[src/uule_pkg.sv]
package uule_pkg;

    localparam logic [6:0] CHAR_BASE  = 7'd32;
    localparam logic [6:0] CHAR_NL    = 7'd10;
    localparam logic [1:0] GROUP_FULL = 2'd2;

    localparam logic       KIND_START = 1'b0;
    localparam logic       KIND_DATA  = 1'b1;

    // work for the back end that one accepted item leaves behind
    typedef struct packed {
        logic        len_v;
        logic [6:0]  len_char;
        logic        grp_v;
        logic [7:0]  a;
        logic [7:0]  b;
        logic [7:0]  c;
        logic        nl_v;
        logic        nl_last;
        logic [31:0] sum_old;
        logic [31:0] sum_new;
    } uule_entry_t;

endpackage

[src/uuencode_line_encoder.sv]
// path: an accepted item's entry is written to the queue, then loaded into the output register
// input: one item per cycle while the entry queue has room; full rises when it fills
// output: one character per cycle from the back-end sequencer while pop is asserted; a data
// byte yields 0 to 5 characters, so sustained byte rate is set by the sequencer
// reset: asynchronous, clears transfer state, queue pointers, output valid flag and total_length
module uuencode_line_encoder #(
    parameter int LINE_BYTES  = 45,
    parameter int QUEUE_DEPTH = 4
) (
    input  logic        clk,
    input  logic        rst_n,
    input  logic        push,
    output logic        full,
    input  logic        kind,
    input  logic [7:0]  data_byte,
    output logic        empty,
    input  logic        pop,
    output logic [6:0]  out_char,
    output logic [31:0] running_sum,
    output logic        last,
    input  logic        psel,
    input  logic        penable,
    input  logic        pwrite,
    input  logic [2:0]  paddr,
    input  logic [31:0] pwdata,
    output logic [31:0] prdata,
    output logic        pready
);
    import uule_pkg::*;

    localparam logic [2:0] ADDR_TOTAL_LENGTH = 3'd0;

    logic [15:0] total_length_reg;
    logic        item_valid;
    logic        entry_valid;
    uule_entry_t entry;
    uule_entry_t head;
    logic        q_valid;
    logic        q_pop;

    assign pready     = 1'b1;
    assign item_valid = push && !full;
    assign prdata     = (paddr == ADDR_TOTAL_LENGTH) ? {16'd0, total_length_reg} : '0;

    always_ff @(posedge clk or negedge rst_n)
    begin
        if (!rst_n)
            total_length_reg <= '0;
        else if (psel && penable && pwrite && pready && paddr == ADDR_TOTAL_LENGTH)
            total_length_reg <= pwdata[15:0];
    end

    uule_front #(
        .LINE_BYTES(LINE_BYTES)
    ) u_front (
        .clk         (clk),
        .rst_n       (rst_n),
        .item_valid  (item_valid),
        .kind        (kind),
        .data_byte   (data_byte),
        .total_length(total_length_reg),
        .entry_valid (entry_valid),
        .entry       (entry)
    );

    uule_queue #(
        .DEPTH(QUEUE_DEPTH)
    ) u_queue (
        .clk      (clk),
        .rst_n    (rst_n),
        .wr_en    (entry_valid),
        .wr_data  (entry),
        .full     (full),
        .rd_en    (q_pop),
        .rd_data  (head),
        .not_empty(q_valid)
    );

    uule_back u_back (
        .clk        (clk),
        .rst_n      (rst_n),
        .q_valid    (q_valid),
        .head       (head),
        .q_pop      (q_pop),
        .pop        (pop),
        .empty      (empty),
        .out_char   (out_char),
        .running_sum(running_sum),
        .last       (last)
    );

endmodule

[src/uule_front.sv]
module uule_front #(
    parameter int LINE_BYTES = 45
) (
    input  logic                 clk,
    input  logic                 rst_n,
    input  logic                 item_valid,
    input  logic                 kind,
    input  logic [7:0]           data_byte,
    input  logic [15:0]          total_length,
    output logic                 entry_valid,
    output uule_pkg::uule_entry_t entry
);
    import uule_pkg::*;

    localparam int LW = $clog2(LINE_BYTES + 1);
    localparam logic [15:0]   LINE_BYTES16 = 16'(LINE_BYTES);
    localparam logic [LW-1:0] LINE_LEN     = LW'(LINE_BYTES);
    localparam logic [LW-1:0] GROUP_BYTES  = LW'(3);

    logic [15:0]   bytes_left_reg, bytes_left_next;
    logic [LW-1:0] line_left_reg, line_left_next;
    logic [1:0]    group_pos_reg, group_pos_next;
    logic [15:0]   held_reg, held_next;
    logic [31:0]   sum_reg, sum_next;
    logic          active_reg, active_next;

    logic [LW-1:0] open_len;
    logic [LW-1:0] ll;
    logic [1:0]    gp;

    always_comb
    begin
        bytes_left_next = bytes_left_reg;
        line_left_next  = line_left_reg;
        group_pos_next  = group_pos_reg;
        held_next       = held_reg;
        sum_next        = sum_reg;
        active_next     = active_reg;
        entry           = '0;
        ll              = line_left_reg;
        gp              = group_pos_reg;

        if (bytes_left_reg < LINE_BYTES16)
            open_len = bytes_left_reg[LW-1:0];
        else
            open_len = LINE_LEN;

        if (item_valid)
        begin
            if (kind == KIND_START)
            begin
                bytes_left_next = total_length;
                group_pos_next  = '0;
                held_next       = '0;
                sum_next        = '0;
                entry.len_v     = 1'b1;
                if (total_length == '0)
                begin
                    line_left_next = '0;
                    active_next    = 1'b0;
                    entry.len_char = CHAR_BASE;
                    entry.nl_v     = 1'b1;
                    entry.nl_last  = 1'b1;
                end
                else
                begin
                    active_next = 1'b1;
                    if (total_length < LINE_BYTES16)
                        line_left_next = total_length[LW-1:0];
                    else
                        line_left_next = LINE_LEN;
                    entry.len_char = CHAR_BASE + 7'(line_left_next);
                end
            end
            else if (active_reg && bytes_left_reg != '0)
            begin
                if (ll == '0)
                begin
                    ll             = open_len;
                    gp             = '0;
                    entry.len_v    = 1'b1;
                    entry.len_char = CHAR_BASE + 7'(open_len);
                end
                entry.sum_old = sum_reg;
                entry.sum_new = sum_reg;

                if (gp == '0 && ll < GROUP_BYTES)
                begin
                    // tail of a partial group: byte dropped
                end
                else if (gp < GROUP_FULL)
                begin
                    held_next = {held_reg[7:0], data_byte};
                    gp        = gp + 2'd1;
                end
                else
                begin
                    entry.grp_v   = 1'b1;
                    entry.a       = held_reg[15:8];
                    entry.b       = held_reg[7:0];
                    entry.c       = data_byte;
                    sum_next      = sum_reg + 32'(held_reg[15:8]) + 32'(held_reg[7:0])
                                  + 32'(data_byte);
                    entry.sum_new = sum_next;
                    gp            = '0;
                    held_next     = '0;
                end

                ll              = ll - LW'(1);
                bytes_left_next = bytes_left_reg - 16'd1;
                if (ll == '0)
                begin
                    gp            = '0;
                    held_next     = '0;
                    entry.nl_v    = 1'b1;
                    entry.nl_last = (bytes_left_next == '0);
                    if (bytes_left_next == '0)
                        active_next = 1'b0;
                end
                line_left_next = ll;
                group_pos_next = gp;
            end
        end
        entry_valid = entry.len_v | entry.grp_v | entry.nl_v;
    end

    always_ff @(posedge clk or negedge rst_n)
    begin
        if (!rst_n)
        begin
            bytes_left_reg <= '0;
            line_left_reg  <= '0;
            group_pos_reg  <= '0;
            held_reg       <= '0;
            sum_reg        <= '0;
            active_reg     <= 1'b0;
        end
        else
        begin
            bytes_left_reg <= bytes_left_next;
            line_left_reg  <= line_left_next;
            group_pos_reg  <= group_pos_next;
            held_reg       <= held_next;
            sum_reg        <= sum_next;
            active_reg     <= active_next;
        end
    end

endmodule

[src/uule_queue.sv]
module uule_queue #(
    parameter int DEPTH = 4
) (
    input  logic                  clk,
    input  logic                  rst_n,
    input  logic                  wr_en,
    input  uule_pkg::uule_entry_t wr_data,
    output logic                  full,
    input  logic                  rd_en,
    output uule_pkg::uule_entry_t rd_data,
    output logic                  not_empty
);
    import uule_pkg::*;

    localparam int PW = (DEPTH > 1) ? $clog2(DEPTH) : 1;
    localparam int CW = $clog2(DEPTH + 1);
    localparam logic [PW-1:0] LAST_PTR = PW'(DEPTH - 1);
    localparam logic [CW-1:0] DEPTH_CNT = CW'(DEPTH);

    uule_entry_t   entries_reg [DEPTH];
    logic [PW-1:0] wr_ptr_reg, wr_ptr_next;
    logic [PW-1:0] rd_ptr_reg, rd_ptr_next;
    logic [CW-1:0] count_reg, count_next;
    logic          do_wr, do_rd;

    assign full      = (count_reg == DEPTH_CNT);
    assign not_empty = (count_reg != '0);
    assign do_wr     = wr_en && !full;
    assign do_rd     = rd_en && not_empty;
    assign rd_data   = entries_reg[rd_ptr_reg];

    always_comb
    begin
        wr_ptr_next = wr_ptr_reg;
        rd_ptr_next = rd_ptr_reg;
        count_next  = count_reg;
        if (do_wr)
            wr_ptr_next = (wr_ptr_reg == LAST_PTR) ? '0 : wr_ptr_reg + PW'(1);
        if (do_rd)
            rd_ptr_next = (rd_ptr_reg == LAST_PTR) ? '0 : rd_ptr_reg + PW'(1);
        if (do_wr && !do_rd)
            count_next = count_reg + CW'(1);
        else if (do_rd && !do_wr)
            count_next = count_reg - CW'(1);
    end

    always_ff @(posedge clk)
    begin
        if (do_wr)
            entries_reg[wr_ptr_reg] <= wr_data;
    end

    always_ff @(posedge clk or negedge rst_n)
    begin
        if (!rst_n)
        begin
            wr_ptr_reg <= '0;
            rd_ptr_reg <= '0;
            count_reg  <= '0;
        end
        else
        begin
            wr_ptr_reg <= wr_ptr_next;
            rd_ptr_reg <= rd_ptr_next;
            count_reg  <= count_next;
        end
    end

endmodule

[src/uule_back.sv]
module uule_back (
    input  logic                  clk,
    input  logic                  rst_n,
    input  logic                  q_valid,
    input  uule_pkg::uule_entry_t head,
    output logic                  q_pop,
    input  logic                  pop,
    output logic                  empty,
    output logic [6:0]            out_char,
    output logic [31:0]           running_sum,
    output logic                  last
);
    import uule_pkg::*;

    localparam logic [2:0] STEP_LEN = 3'd0;
    localparam logic [2:0] STEP_G0  = 3'd1;
    localparam logic [2:0] STEP_G1  = 3'd2;
    localparam logic [2:0] STEP_G2  = 3'd3;
    localparam logic [2:0] STEP_G3  = 3'd4;
    localparam logic [2:0] STEP_NL  = 3'd5;

    logic [2:0]  phase_reg, phase_next;
    logic        out_valid_reg, out_valid_next;
    logic [6:0]  char_reg, char_next;
    logic [31:0] sum_reg, sum_next;
    logic        last_reg, last_next;

    logic [5:0]  steps;
    logic [5:0]  pending;
    logic [2:0]  cur;
    logic        more;
    logic        load;

    assign steps   = {head.nl_v, {4{head.grp_v}}, head.len_v};
    assign pending = steps & (6'h3f << phase_reg);
    assign load    = q_valid && (!out_valid_reg || pop);

    always_comb
    begin
        cur = STEP_NL;
        for (int i = 5; i >= 0; i--)
        begin
            if (pending[i])
                cur = 3'(i);
        end
        more = |(steps & (6'h3f << (cur + 3'd1)));
    end

    always_comb
    begin
        phase_next     = phase_reg;
        out_valid_next = out_valid_reg && !pop;
        char_next      = char_reg;
        sum_next       = sum_reg;
        last_next      = last_reg;
        q_pop          = 1'b0;
        if (load)
        begin
            out_valid_next = 1'b1;
            sum_next       = head.sum_new;
            last_next      = 1'b0;
            case (cur)
                STEP_LEN:
                begin
                    char_next = head.len_char;
                    sum_next  = head.sum_old;
                end
                STEP_G0: char_next = CHAR_BASE + 7'(head.a[7:2]);
                STEP_G1: char_next = CHAR_BASE + 7'({head.a[1:0], head.b[7:4]});
                STEP_G2: char_next = CHAR_BASE + 7'({head.b[3:0], head.c[7:6]});
                STEP_G3: char_next = CHAR_BASE + 7'(head.c[5:0]);
                STEP_NL:
                begin
                    char_next = CHAR_NL;
                    last_next = head.nl_last;
                end
                default: char_next = CHAR_NL;
            endcase
            if (more)
                phase_next = cur + 3'd1;
            else
            begin
                phase_next = STEP_LEN;
                q_pop      = 1'b1;
            end
        end
    end

    always_ff @(posedge clk or negedge rst_n)
    begin
        if (!rst_n)
        begin
            phase_reg     <= STEP_LEN;
            out_valid_reg <= 1'b0;
        end
        else
        begin
            phase_reg     <= phase_next;
            out_valid_reg <= out_valid_next;
        end
    end

    always_ff @(posedge clk)
    begin
        char_reg <= char_next;
        sum_reg  <= sum_next;
        last_reg <= last_next;
    end

    assign empty       = !out_valid_reg;
    assign out_char    = char_reg;
    assign running_sum = sum_reg;
    assign last        = last_reg;

endmodule

[config.mk]
export PLATFORM = sky130hd
export DESIGN_NAME = uuencode_line_encoder
export DESIGN_NICKNAME = d
export VERILOG_FILES = /design/src/uule_pkg.sv /design/src/uuencode_line_encoder.sv /design/src/uule_front.sv /design/src/uule_queue.sv /design/src/uule_back.sv
export SDC_FILE = /design/constraint.sdc
export NUM_CORES = 1
export LEC_CHECK = 0
export BUFFER_PORTS_ARGS = -buffer_cell sky130_fd_sc_hd__buf_2
export CAP_MARGIN = 30
export CORE_MARGIN = 2
export CORE_UTILIZATION = 49
export DETAILED_ROUTE_END_ITERATION = 6
export PLACE_DENSITY_LB_ADDON = 0.2
export SLEW_MARGIN = 0
export SYNTH_ARGS = -nofsm -noshare
export SYNTH_HDL_FRONTEND = slang
export SYNTH_HIERARCHICAL = 1
export SYNTH_SLANG_ARGS = --single-unit
[constraint.sdc]
create_clock -name clk -period 7.7 [get_ports clk]
set_input_delay 0.385 -clock clk [delete_from_list [all_inputs] [get_ports clk]]
set_output_delay 0.385 -clock clk [all_outputs]
set_load 0.1 [all_outputs]
==> summary.md <==
| Metric | Value |
|---|---|
| Fraction of synthesized area in multiplexers | 12.8% |
| Total grt overflow | 0 |
| CTS Buf Count | 54 |
| FMAX | 194 MHz |
| Layout Nets | 1743 |
| Filler Cells Inserted | 3785 |
| Core box area | 0.0479 mm2 |
| Max FO, Critical Path | between 50 and 60 |
| LEAKAGE | between 9 and 10 nW |
| Boundary pin count | 126 |
| CTS tree | built |
| Rel. slew slack | 34.4% |
| Total GRT Usage | about a fifth |
| Share of the yosys chip area belonging to registers | approximately two thirds |
| Synth Area in Compound Gates | 6.22% |
| Largest net degree at the start of global routing | 60 |
| Status | completed |
| Fraction of the mapped netlist area in adder cells | 2.89% |
| Max reg flops | 396 |
| Rows | 80 |
| CP Class | reg -> reg |
| Synth Register Bits | 536 |
| DP Area | 0.0249 mm2 |
| Ys async rst share | 18.7% |
| Synthesized cell area | roughly 0.024 mm2 |
| Die Y | about 220 um |
| Min Tclk post-route | 5160 ps |
| Cts-stage hold buffer count | 13 |
| Layout Utilization | 55.8% |
| Worst min-delay path category | in -> reg |
| Most frequent cells in the layout | edfxtp_1, mux4_2, dfrtp_1 |
| Synth unique cells | 82 |
| Wire per inst | 21.7 um |
| Required time of the worst setup path | 7950 ps |
| Maximum vdd drop | 0.268 mV |
| Post-Synth Simple-Gate Area | approximately 8% |
| Buffers on Ports | 92 |
| Layout cell share with drive strength beyond 1 | between 20% and 30% |
| Post-synth EDFFs | about 440 |
| Yosys warning total | 6 |
| Count of final hold-check violations | 0 |
| Pre-antenna DRT Iters | 5 |
| Initial antenna violation count | 0 |
| Avg Inst Size Synth | roughly 16 um2 |
| DIE AREA | 0.0505 mm2 |
| Post-DP HPWL | 30800 um |
| Placed cell count | 2193 |
| Critical path startpoint category | flip-flop |
| FF-to-FF setup slack | ~2500 ps |
| Clk sinks | 536 |
| CTS resizes | 0 |
| RSZ-0062 raised after global routing | false |
| Global-route wire length before repair | 78400 um |
| Via count | between 10000 and 15000 |
| Setup TNS | 0 ps |
| Clock buffer depth | 3 |
| DRT Wirelength | 50000 um |
| Max cap viols | 0 |
| Clock latency on the worst-skew pair | 600 ps |
| Gpl congestion | 0.845 |
| Area delta synth->final | 12.0% |
| Vias per cell | around 5.8 |
| Syn Inst Count | 1537 |
| DRC viols | 0 |
| Final cell area excluding filler cells | 0.0267 mm2 |
| CTS root buffer | clkbuf_16 |
| Die Wd | around 220 um |
| Multi-input gate area | 0.00746 mm2 |
| Xor and xnor area share after synthesis | approximately 1% |
| Post-route antenna net violation count | 0 |
| Initial Util | ~50% |
| Final setup vio count | 0 |
| CTS H-tree depth | 2 |
| Main combinational cell family by area after synthesis | multiplexers |
| Final cell count without fillers | 2307 |
| Worst Tran Pin Value | 984 ps |
| Clock-pin transition on the worst setup and hold timing paths | 60 ps |
| N_diodes | 0 |
| Pwr/cell area | 413 mW/mm2 |
| Critical Path AT | 5410 ps |
| Dominant synthesized flop cell | edfxtp_1 |
| Slew Limit Fails | 0 |
| Leading cell type in the layout, fill and taps excluded | edfxtp_1 |
| 1st-iter DRT viols | 1060 |
| Fin crit share | 67.0% |
| Register area | 0.0156 mm2 |
| Post-CTS Setup Inserts | 0 |
| Clock Skew | 21.9 ps |
| Number of global-route vias before repair | 13779 |
| Critical Path End Type | flip-flop |
==> power breakdown <==
group	internal (mW)	switching, mW	total, mW
sequential	3.77	0.349	4.12
combinational	1.60	2.79	4.39
clock	1.47	1.07	2.53
==> logic make-up after synthesis <==
family                     after synthesis
buffers and inverters                  178
and+or+nand+nor                        366
xor gates and xnor gates                28
other                                    2
adders and majority gates               45
DFF                                    536
AOI/OAI and AO/OA                      219
muxes                                  163
==> stage by stage <==
stage	worst slack, ps	power, mW	hold slack (ps)
2_1_floorplan	374	7.68	89.4
3_3_place_gp	2550	8.54	375
3_5_place_dp	2540	8.61	373
4_1_cts	2520	11.2	1.54
5_1_grt	2160	11.6	10.4
6_report	2540	11.0	38.1
==> path summary, 6_finish.rpt <==
path / cells past startpoint / from / end
setup / recovery: 12 / u_front/bytes_left_reg[6]$_DFFE_PN0P_ / u_queue/entries_reg[2][41]$_DFFE_PP_
hold / removal: 2 / pwdata[13] / total_length_reg[13]$_DFFE_PN0P_
setup reg to reg: 12 / u_front/bytes_left_reg[6]$_DFFE_PN0P_ / u_queue/entries_reg[2][41]$_DFFE_PP_
hold reg to reg: 1 / u_front/sum_reg[3]$_DFFE_PN0P_ / u_front/sum_reg[3]$_DFFE_PN0P_
max in group asynchronous: 4 / rst_n / u_front/sum_reg[13]$_DFFE_PN0P_
min in group asynchronous: 2 / rst_n / u_queue/count_reg[2]$_DFFE_PN0P_
==> cell usage after synthesis (12+ instances only) <==
library cell    n  area share (%)
clkbuf_1       44            0.69
xor2_1         13            0.48
nand2_1        92             1.4
buf_4          21            0.66
fa_1           17             1.4
a21oi_1        51             1.1
nor3_1         35            0.73
xnor2_1        15            0.55
nand3_1        30            0.63
inv_1          80             1.3
nor2_1         77             1.2
dfrtp_1       100              10
and2_1         36            0.94
mux4_2         99             9.3
ha_1           28             1.5
a22o_1         17            0.62
mux2_4         30             1.9
o22ai_1        16            0.42
nand4_1        16            0.42
and3_1         20            0.52
buf_6          12            0.57
mux2_1         12            0.57
o21ai_0        44            0.92
edfxtp_1      436              55
==> final cells by class <==
cell class	count	share of cell area, %
clock buffers	74	5.49
clock inverters	27	0.898
inverters	82	1.17
multi-input cells	838	27.9
flip-flops and latches	536	58.4
well taps	615	2.88
repair buffers	135	3.30
==> critical path, stage by stage (launching register included) <==
cell	delay (ps)
dfrtp_1	440
nor4_1	460
and3_1	390
a31oi_1	230
inv_1	170
ha_1	300
nand2_1	100
o31ai_2	400
nor3_1	150
o22ai_1	330
nor2b_1	420
and2_4	830
buf_4	520
==> layer usage <==
layer | up-vias | track usage (%) | routed length, um | share of wire, %
met2 | 322 | 34.3 | 24800 | 50
li1 | 6098 | - | - | -
met5 | - | 0 | 0 | 0
met3 | 83 | 3.24 | 2110 | 4.2
met1 | 6789 | 27.3 | 21700 | 43
met4 | 0 | 6.52 | 1420 | 2.8
Power figures use the tool's default switching activity.
